===== config.mk =====
export PLATFORM = sky130hd
export DESIGN_NAME = utf16_to_utf8_transcoder
export DESIGN_NICKNAME = d
export VERILOG_FILES = /design/src/hw/rtl/u16u8_pkg.sv /design/src/hw/rtl/u16u8_front.sv /design/src/hw/rtl/u16u8_queue.sv /design/src/hw/rtl/u16u8_back.sv /design/src/hw/rtl/utf16_to_utf8_transcoder.sv
export SDC_FILE = /design/constraint.sdc
export NUM_CORES = 1
export LEC_CHECK = 0
export BUFFER_PORTS_ARGS = -buffer_cell sky130_fd_sc_hd__buf_2
export CORE_ASPECT_RATIO = 2
export CORE_MARGIN = 1.5
export CORE_UTILIZATION = 54
export DETAILED_ROUTE_END_ITERATION = 8
export HOLD_SLACK_MARGIN = 0.08
export PLACE_DENSITY = 0.82
export SETUP_SLACK_MARGIN = 0.05
export SYNTH_ARGS = -nofsm -noshare
export SYNTH_HDL_FRONTEND = slang
export SYNTH_SLANG_ARGS = --single-unit

===== constraint.sdc =====
create_clock -name clk -period 5.2 [get_ports clk]
set_clock_uncertainty 0.2 [all_clocks]
set_input_delay 1.3 -clock clk [delete_from_list [all_inputs] [get_ports clk]]
set_output_delay 1.3 -clock clk [all_outputs]
set_load 0.1 [all_outputs]

===== src/hw/rtl/u16u8_pkg.sv =====
// shared types and constants for the utf-16 to utf-8 transcoder
package u16u8_pkg;

  localparam int unsigned CuW   = 16;
  localparam int unsigned ByteW = 8;
  localparam int unsigned MaxB  = 4;

  // one decoded transaction worth of output bytes, handed from front to back
  typedef struct packed {
    logic [MaxB-1:0][ByteW-1:0] bytes;
    logic [MaxB-1:0]            bad;
    logic [1:0]                 last_idx;
  } u16u8_job_t;

  localparam logic [CuW-1:0] HiFirst = 16'hd800;
  localparam logic [CuW-1:0] HiLast  = 16'hdbff;
  localparam logic [CuW-1:0] LoFirst = 16'hdc00;
  localparam logic [CuW-1:0] LoLast  = 16'hdfff;

endpackage


===== src/hw/rtl/u16u8_front.sv =====
// front end: classifies each code unit, tracks the pending high surrogate, builds byte jobs
module u16u8_front (
  input  logic                     clk,
  input  logic                     rst_n,
  input  logic                     in_tvalid,
  output logic                     in_tready,
  input  logic [u16u8_pkg::CuW-1:0] in_tdata,
  output logic                     push,
  output u16u8_pkg::u16u8_job_t    push_job,
  input  logic                     q_ready
);
  import u16u8_pkg::*;

  typedef struct packed {
    logic [2:0][ByteW-1:0] bytes;
    logic [1:0]            n;
  } enc3_t;

  typedef struct packed {
    logic [MaxB-1:0][ByteW-1:0] bytes;
    logic [2:0]                 n;
  } enc4_t;

  logic       pend_r, pend_nxt;
  logic [9:0] hi_r, hi_nxt;

  logic        acc;
  logic        is_high, is_low, is_zero;
  logic [20:0] cp;
  enc3_t       own;
  logic [2:0]  own_bad;
  enc4_t       pair;
  logic [MaxB-1:0][ByteW-1:0] j_bytes;
  logic [MaxB-1:0]            j_bad;
  logic [2:0]                 j_n;

  function automatic enc3_t enc_bmp(input logic [15:0] w);
    enc3_t e;
    e = '0;
    if (w <= 16'h007f) begin
      e.bytes[0] = w[7:0];
      e.n        = 2'd1;
    end else if (w <= 16'h07ff) begin
      e.bytes[0] = {3'b110, w[10:6]};
      e.bytes[1] = {2'b10, w[5:0]};
      e.n        = 2'd2;
    end else begin
      e.bytes[0] = {4'b1110, w[15:12]};
      e.bytes[1] = {2'b10, w[11:6]};
      e.bytes[2] = {2'b10, w[5:0]};
      e.n        = 2'd3;
    end
    return e;
  endfunction

  assign acc       = in_tvalid && in_tready;
  assign in_tready = q_ready;

  assign is_high = (in_tdata >= HiFirst) && (in_tdata <= HiLast);
  assign is_low  = (in_tdata >= LoFirst) && (in_tdata <= LoLast);
  assign is_zero = (in_tdata == '0);

  // supplementary code point, always above 0xffff so four bytes
  assign cp = {1'b0, hi_r, in_tdata[9:0]} + 21'h10000;

  always_comb begin
    pair          = '0;
    pair.bytes[0] = {5'b11110, cp[20:18]};
    pair.bytes[1] = {2'b10, cp[17:12]};
    pair.bytes[2] = {2'b10, cp[11:6]};
    pair.bytes[3] = {2'b10, cp[5:0]};
    pair.n        = 3'd4;

    own     = '0;
    own_bad = '0;
    if (is_zero || is_high) begin
      own = '0;
    end else if (is_low) begin
      own.n      = 2'd1;
      own_bad[0] = 1'b1;
    end else begin
      own = enc_bmp(in_tdata);
    end

    if (pend_r && is_low) begin
      j_bytes = pair.bytes;
      j_bad   = '0;
      j_n     = pair.n;
    end else if (pend_r) begin
      // unpaired high surrogate: bad null first, then the word itself
      j_bytes = {own.bytes, 8'h00};
      j_bad   = {own_bad, 1'b1};
      j_n     = {1'b0, own.n} + 3'd1;
    end else begin
      j_bytes = {8'h00, own.bytes};
      j_bad   = {1'b0, own_bad};
      j_n     = {1'b0, own.n};
    end

    pend_nxt = pend_r;
    hi_nxt   = hi_r;
    if (acc) begin
      if (is_high && !pend_r) begin
        pend_nxt = 1'b1;
        hi_nxt   = in_tdata[9:0];
      end else if (is_high) begin
        pend_nxt = 1'b1;
        hi_nxt   = in_tdata[9:0];
      end else begin
        pend_nxt = 1'b0;
        hi_nxt   = '0;
      end
    end
  end

  assign push              = acc && (j_n != 3'd0);
  assign push_job.bytes    = j_bytes;
  assign push_job.bad      = j_bad;
  assign push_job.last_idx = 2'(j_n - 3'd1);

  always_ff @(posedge clk) begin
    if (!rst_n) begin
      pend_r <= 1'b0;
      hi_r   <= '0;
    end else begin
      pend_r <= pend_nxt;
      hi_r   <= hi_nxt;
    end
  end

  // a pair always completes and clears the pending surrogate
  a_pair_clears: assert property (@(posedge clk) disable iff (!rst_n)
    (acc && pend_r && is_low) |=> !pend_r)
    else $error("pending surrogate survived a completed pair");

  // a pair always yields four bytes
  a_pair_four: assert property (@(posedge clk) disable iff (!rst_n)
    (acc && pend_r && is_low) |-> (push && push_job.last_idx == 2'd3))
    else $error("surrogate pair did not produce four bytes");

endmodule


===== src/hw/rtl/u16u8_queue.sv =====
// short job queue between front end and byte serializer
module u16u8_queue #(
  parameter int unsigned QDEPTH = 2
) (
  input  logic                  clk,
  input  logic                  rst_n,
  input  logic                  push,
  input  u16u8_pkg::u16u8_job_t push_job,
  output logic                  q_ready,
  input  logic                  pop,
  output logic                  q_valid,
  output u16u8_pkg::u16u8_job_t head_job
);
  import u16u8_pkg::*;

  localparam int unsigned PW = (QDEPTH > 1) ? $clog2(QDEPTH) : 1;
  localparam int unsigned CW = $clog2(QDEPTH + 1);

  u16u8_job_t     mem_r [QDEPTH];
  logic [PW-1:0]  wp_r, wp_nxt;
  logic [PW-1:0]  rp_r, rp_nxt;
  logic [CW-1:0]  cnt_r, cnt_nxt;
  logic           do_push, do_pop;

  assign q_ready  = (cnt_r != CW'(QDEPTH));
  assign q_valid  = (cnt_r != '0);
  assign head_job = mem_r[rp_r];
  assign do_push  = push && q_ready;
  assign do_pop   = pop && q_valid;

  always_comb begin
    wp_nxt  = wp_r;
    rp_nxt  = rp_r;
    cnt_nxt = cnt_r;
    if (do_push) begin
      wp_nxt = (wp_r == PW'(QDEPTH - 1)) ? '0 : wp_r + PW'(1);
    end
    if (do_pop) begin
      rp_nxt = (rp_r == PW'(QDEPTH - 1)) ? '0 : rp_r + PW'(1);
    end
    if (do_push && !do_pop) begin
      cnt_nxt = cnt_r + CW'(1);
    end else if (do_pop && !do_push) begin
      cnt_nxt = cnt_r - CW'(1);
    end
  end

  always_ff @(posedge clk) begin
    if (!rst_n) begin
      wp_r  <= '0;
      rp_r  <= '0;
      cnt_r <= '0;
    end else begin
      wp_r  <= wp_nxt;
      rp_r  <= rp_nxt;
      cnt_r <= cnt_nxt;
    end
  end

  always_ff @(posedge clk) begin
    if (do_push) begin
      mem_r[wp_r] <= push_job;
    end
  end

  a_cnt_bound: assert property (@(posedge clk) disable iff (!rst_n)
    cnt_r <= CW'(QDEPTH))
    else $error("job queue overfilled");

  a_no_drop: assert property (@(posedge clk) disable iff (!rst_n)
    push |-> q_ready)
    else $error("job pushed into a full queue");

endmodule


===== src/hw/rtl/u16u8_back.sv =====
// back end: serializes each job into one output byte per cycle while the output is not stalled
module u16u8_back (
  input  logic                  clk,
  input  logic                  rst_n,
  input  logic                  q_valid,
  input  u16u8_pkg::u16u8_job_t head_job,
  output logic                  pop,
  output logic                  out_tvalid,
  input  logic                  out_tready,
  output logic [7:0]            out_tdata,
  output logic                  out_tuser,
  output logic                  out_tlast
);
  import u16u8_pkg::*;

  logic       idx_r, idx_unused;
  logic [1:0] pos_r, pos_nxt;
  logic       vld_r, vld_nxt;
  logic [7:0] byte_r;
  logic       bad_r, last_r;
  logic       ld, take, is_last;

  assign idx_unused = 1'b0;
  assign idx_r      = idx_unused;

  // output register frees up when empty or being drained
  assign ld      = !vld_r || out_tready;
  assign take    = ld && q_valid;
  assign is_last = (pos_r == head_job.last_idx);
  assign pop     = take && is_last;

  always_comb begin
    pos_nxt = pos_r;
    vld_nxt = vld_r;
    if (ld) begin
      vld_nxt = q_valid;
    end
    if (take) begin
      pos_nxt = is_last ? 2'd0 : pos_r + 2'd1;
    end
  end

  always_ff @(posedge clk) begin
    if (!rst_n) begin
      pos_r <= '0;
      vld_r <= 1'b0;
    end else begin
      pos_r <= pos_nxt;
      vld_r <= vld_nxt;
    end
  end

  always_ff @(posedge clk) begin
    if (take) begin
      byte_r <= head_job.bytes[pos_r];
      bad_r  <= head_job.bad[pos_r] | idx_r;
      last_r <= is_last;
    end
  end

  assign out_tvalid = vld_r;
  assign out_tdata  = byte_r;
  assign out_tuser  = bad_r;
  assign out_tlast  = last_r;

  a_bad_is_null: assert property (@(posedge clk) disable iff (!rst_n)
    (out_tvalid && out_tuser) |-> (out_tdata == 8'h00))
    else $error("bad flag on a non-null byte");

  a_pos_holds: assert property (@(posedge clk) disable iff (!rst_n)
    !q_valid |-> pos_r == 2'd0)
    else $error("byte position left mid-job with empty queue");

endmodule


===== src/hw/rtl/utf16_to_utf8_transcoder.sv =====
// top level: utf-16 code units in, utf-8 bytes out
// Each input transaction carries one UTF-16 code unit and yields zero to four
// UTF-8 output transactions, one byte per cycle unless the output stalls, with
// tlast on the final byte of that code unit and tuser marking a 0x00 byte that
// replaces an unpaired or stray surrogate. A front end classifies the word and
// resolves surrogate pairing in the cycle it is accepted; a job queue of QDEPTH
// entries feeds a serializer that drives the registered output. The output
// serializer sets the rate; a word that produces nothing, such as a held high
// surrogate or a terminating zero, puts no job in the queue. Input is accepted
// whenever the queue has room. With an idle pipe the first byte of a code unit
// passes through the job queue and then the output register before it is
// valid on the output.
module utf16_to_utf8_transcoder #(
  parameter int unsigned QDEPTH = 2
) (
  input  logic        clk,
  input  logic        rst_n,
  input  logic        in_tvalid,
  output logic        in_tready,
  input  logic [15:0] in_tdata,   // [15:0] code_unit
  output logic        out_tvalid,
  input  logic        out_tready,
  output logic [7:0]  out_tdata,  // [7:0] out_byte
  output logic        out_tuser,  // [0] bad_sequence
  output logic        out_tlast
);
  import u16u8_pkg::*;

  logic       push, pop, q_ready, q_valid;
  u16u8_job_t push_job, head_job;

  u16u8_front u_front (
    .clk       (clk),
    .rst_n     (rst_n),
    .in_tvalid (in_tvalid),
    .in_tready (in_tready),
    .in_tdata  (in_tdata),
    .push      (push),
    .push_job  (push_job),
    .q_ready   (q_ready)
  );

  u16u8_queue #(
    .QDEPTH (QDEPTH)
  ) u_queue (
    .clk      (clk),
    .rst_n    (rst_n),
    .push     (push),
    .push_job (push_job),
    .q_ready  (q_ready),
    .pop      (pop),
    .q_valid  (q_valid),
    .head_job (head_job)
  );

  u16u8_back u_back (
    .clk        (clk),
    .rst_n      (rst_n),
    .q_valid    (q_valid),
    .head_job   (head_job),
    .pop        (pop),
    .out_tvalid (out_tvalid),
    .out_tready (out_tready),
    .out_tdata  (out_tdata),
    .out_tuser  (out_tuser),
    .out_tlast  (out_tlast)
  );

endmodule


==> summary.txt <==
Run status
  • Outcome: completed

Timing
  • Hold slack: 0.2826 ns
  • RSZ-0062 raised after global routing: no
  • Final Max Slew Viols: 0
  • Max Fclk: 0.2309 GHz
  • Crit path time final: 4.331 ns
  • Slew headroom: 22.64%
  • Setup TNS: 0 ns
  • Fin crit share: 83.28%
  • Worst-margin pin slew: 1.160 ns
  • Hold Fails Final Rpt: 0
  • Endpoints failing setup: 0
  • Worst setup margin: 0.8693 ns

Die
  • Core ar.: 0.008233 mm^2
  • Row Count: 47
  • Die Ht: 133.0 um
  • Die width: 67.99 um
  • Io pins: 32
  • Die ar.: 0.009040 mm^2
  • Initial Util: 55.40%

CTS
  • Setup bufs post-CTS: 0
  • Htree depth: 3
  • Post-CTS Hold Fix Bufs: 0
  • Clk sink count: 97
  • Clock buffer depth: 2
  • Clk pin slew, worst setup/hold paths: 0.06 ns
  • CTS Buf Count: 9
  • Clock Latency Late Sink: 0.34 ns
  • Post-CTS sizing: 0
  • CTS tree: yes
  • Root Driver: clkbuf_16

Cells and area
  • Layout Nets: 388
  • Share of layout cells above drive strength 1: 26.83%
  • Final Non-Filler Cells: 467
  • Antenna Cells: 0
  • Area Overhead vs Synth: 12.76%

Detailed routing
  • Post-route ant nets: 0
  • DRC: 0
  • Final WL: 10,820 um
  • DR vias: 3,065
  • Via density: 6.563
  • Initial DRC Count: 256
  • WL per Instance: 23.16 um
  • Number of detailed-route iterations in the first pass: 5

Logic synthesis
  • Dominant cell type by area after synthesis: edfxtp_1
  • Cell count after synthesis: 329
  • Top post-synthesis cells by area: edfxtp_1, dfxtp_1, mux4_2
  • Async set-reset flop share out of synthesis: 0%
  • Seq/Total Area, Yosys: 59.70%
  • Post-Syn Area per Cell: 13.86 um^2
  • #FFs+latches synth: 97
  • Top-count cell post-synth: edfxtp_1
  • Number of synthesized flops with an enable pin: 78
  • Ys flop type: edfxtp_1
  • Ys Warns: 0
  • Post-synth cell types: 57
  • Yosys top cell area share: 51.36%
  • Post-synth top cells: edfxtp_1, dfxtp_1, mux4_2
  • Syn Std Cell Area: 0.004561 mm^2

Global route
  • Largest net degree at the start of global routing: 31
  • Gr usage total: 26.38%
  • Total gr overflow: 0
  • Vias in the first global route: 3,230
  • First-pass GRT wire length: 17,020 um
  • Initial antenna violation count: 0

Job
  • Max-cap violations: 0

Setup path
  • Crit. End Element: register
  • Critical setup path kind: input pin to register
  • Startpoint type of the worst setup path: input pin
  • CP Max Fanout: 5
  • WP data required: 5.27 ns
  • Worst EP arrival: 4.40 ns
  • Register-to-register setup slack: 2.18 ns
  • R2R depth: 9

Place
  • Cell total after placement: 451
  • Pre-CTS setup slack: 0.6044 ns
  • IO buf count: 31
  • Post-DP HPWL: 8000 um
  • Final Wtd Congestion: 0.9930

Pwr
  • VDD IR max: 0.0002500 V
  • LEAKAGE: 1.736 nW
  • Pwr Density: 490.2 mW/mm^2

Min path
  • Hold depth: 1
  • Hold crit path type: register to register
registers in the layout, indices dropped and copies added, names as in the netlist, named ones only:
name / cells
u_queue.wp_r: 1
u_front.hi_r: 10
u_front.pend_r: 1
u_back.out_tvalid: 1
u_queue.rp_r: 1
u_back.pos_r: 2
u_back.out_tdata: 8
u_queue.mem_r: 68
u_back.out_tuser: 1
u_back.out_tlast: 1
u_queue.cnt_r: 2
through the flow:
stage	power, mW	cell area [um^2]	util (%)
global route	2.615	5142	62.46
finish	2.521	5142	62.46
floorplan	1.735	4567	-
CTS	2.534	5142	62.46
detailed placement	1.907	4848	58.89
global placement	1.883	4848	58.89
cell type report:
class | instances | area (um^2)
sequential | 97 | 2723
multi-input combinational | 198 | 1682
inverter | 13 | 48.80
fill | 638 | 3090
clock buffer | 13 | 270.3
tap | 98 | 122.6
clock inverter | 3 | 23.77
timing repair buffer | 45 | 272.8
where the power goes:
group / internal, mW / total (mW) / switching [mW]
clock: 0.364 / 0.631 / 0.266
sequential: 1.03 / 1.10 / 0.0713
combinational: 0.219 / 0.794 / 0.575
total: 1.61 / 2.52 / 0.913
worst max-delay path, stage by stage:
cell and delay [ns]:
buf_2 0.14, nand4_1 0.23, nand2b_1 0.33, o22a_1 0.28, ha_1 0.27, and3_1 0.15
a21oi_1 0.05, ha_1 0.24, nor2b_1 0.15, a221oi_2 0.38, ha_1 0.34, or3_1 0.37
a21oi_1 0.15
layer usage:
layer / vias up / track usage [%] / part of all wire (%) / wire (um)
li1: 1371 / - / - / -
met3: 57 / 5.442 / 5.0 / 544
met5: - / 0 / 0 / 0
met4: 0 / 19.44 / 7.2 / 781
met2: 147 / 43.85 / 54 / 5813
met1: 1490 / 27.94 / 34 / 3678
logic make-up (layout without fill, tap and decap cells):
group                    count (synthesis)  count (layout)  synth area share [%]
flip-flops                              97              97                 59.70
AO/OA/AOI/OAI                           77              77                 12.54
AND/OR/NAND/NOR                         77              77                 10.37
buffers and inverters                   35              74                 3.567
multiplexers                            28              28                 10.73
XOR/XNOR                                10              10                 1.921
adder cells (fa/ha/maj)                  4               4                 1.097
other                                    1               2               0.08223
cells in the final DEF, fill, tap and decap left out, types with 7 or more instances in the layout:
cell type / synthesis / routed
edfxtp_1: 78 / 78
buf_2: 10 / 31
dfxtp_1: 19 / 19
mux4_2: 16 / 16
nand2_1: 13 / 13
buf_4: 1 / 13
inv_1: 11 / 11
a22o_1: 11 / 11
nor2_1: 10 / 10
a21oi_1: 10 / 10
clkbuf_16: 0 / 9
o21ai_1: 8 / 8
xnor2_1: 7 / 7
nor3_1: 7 / 7
nor4_1: 7 / 7
o211ai_1: 7 / 7
mux2_2: 7 / 7
path summary, 6_finish.rpt:
path | from | end
min | u_front.hi_r[4] | u_front.hi_r[4]
max | in_tdata[14] | u_queue.cnt_r[1]
min reg2reg | u_front.hi_r[4] | u_front.hi_r[4]
max reg2reg | u_front.pend_r | u_queue.cnt_r[1]
Note: power is estimated with default switching activity, not from simulation.
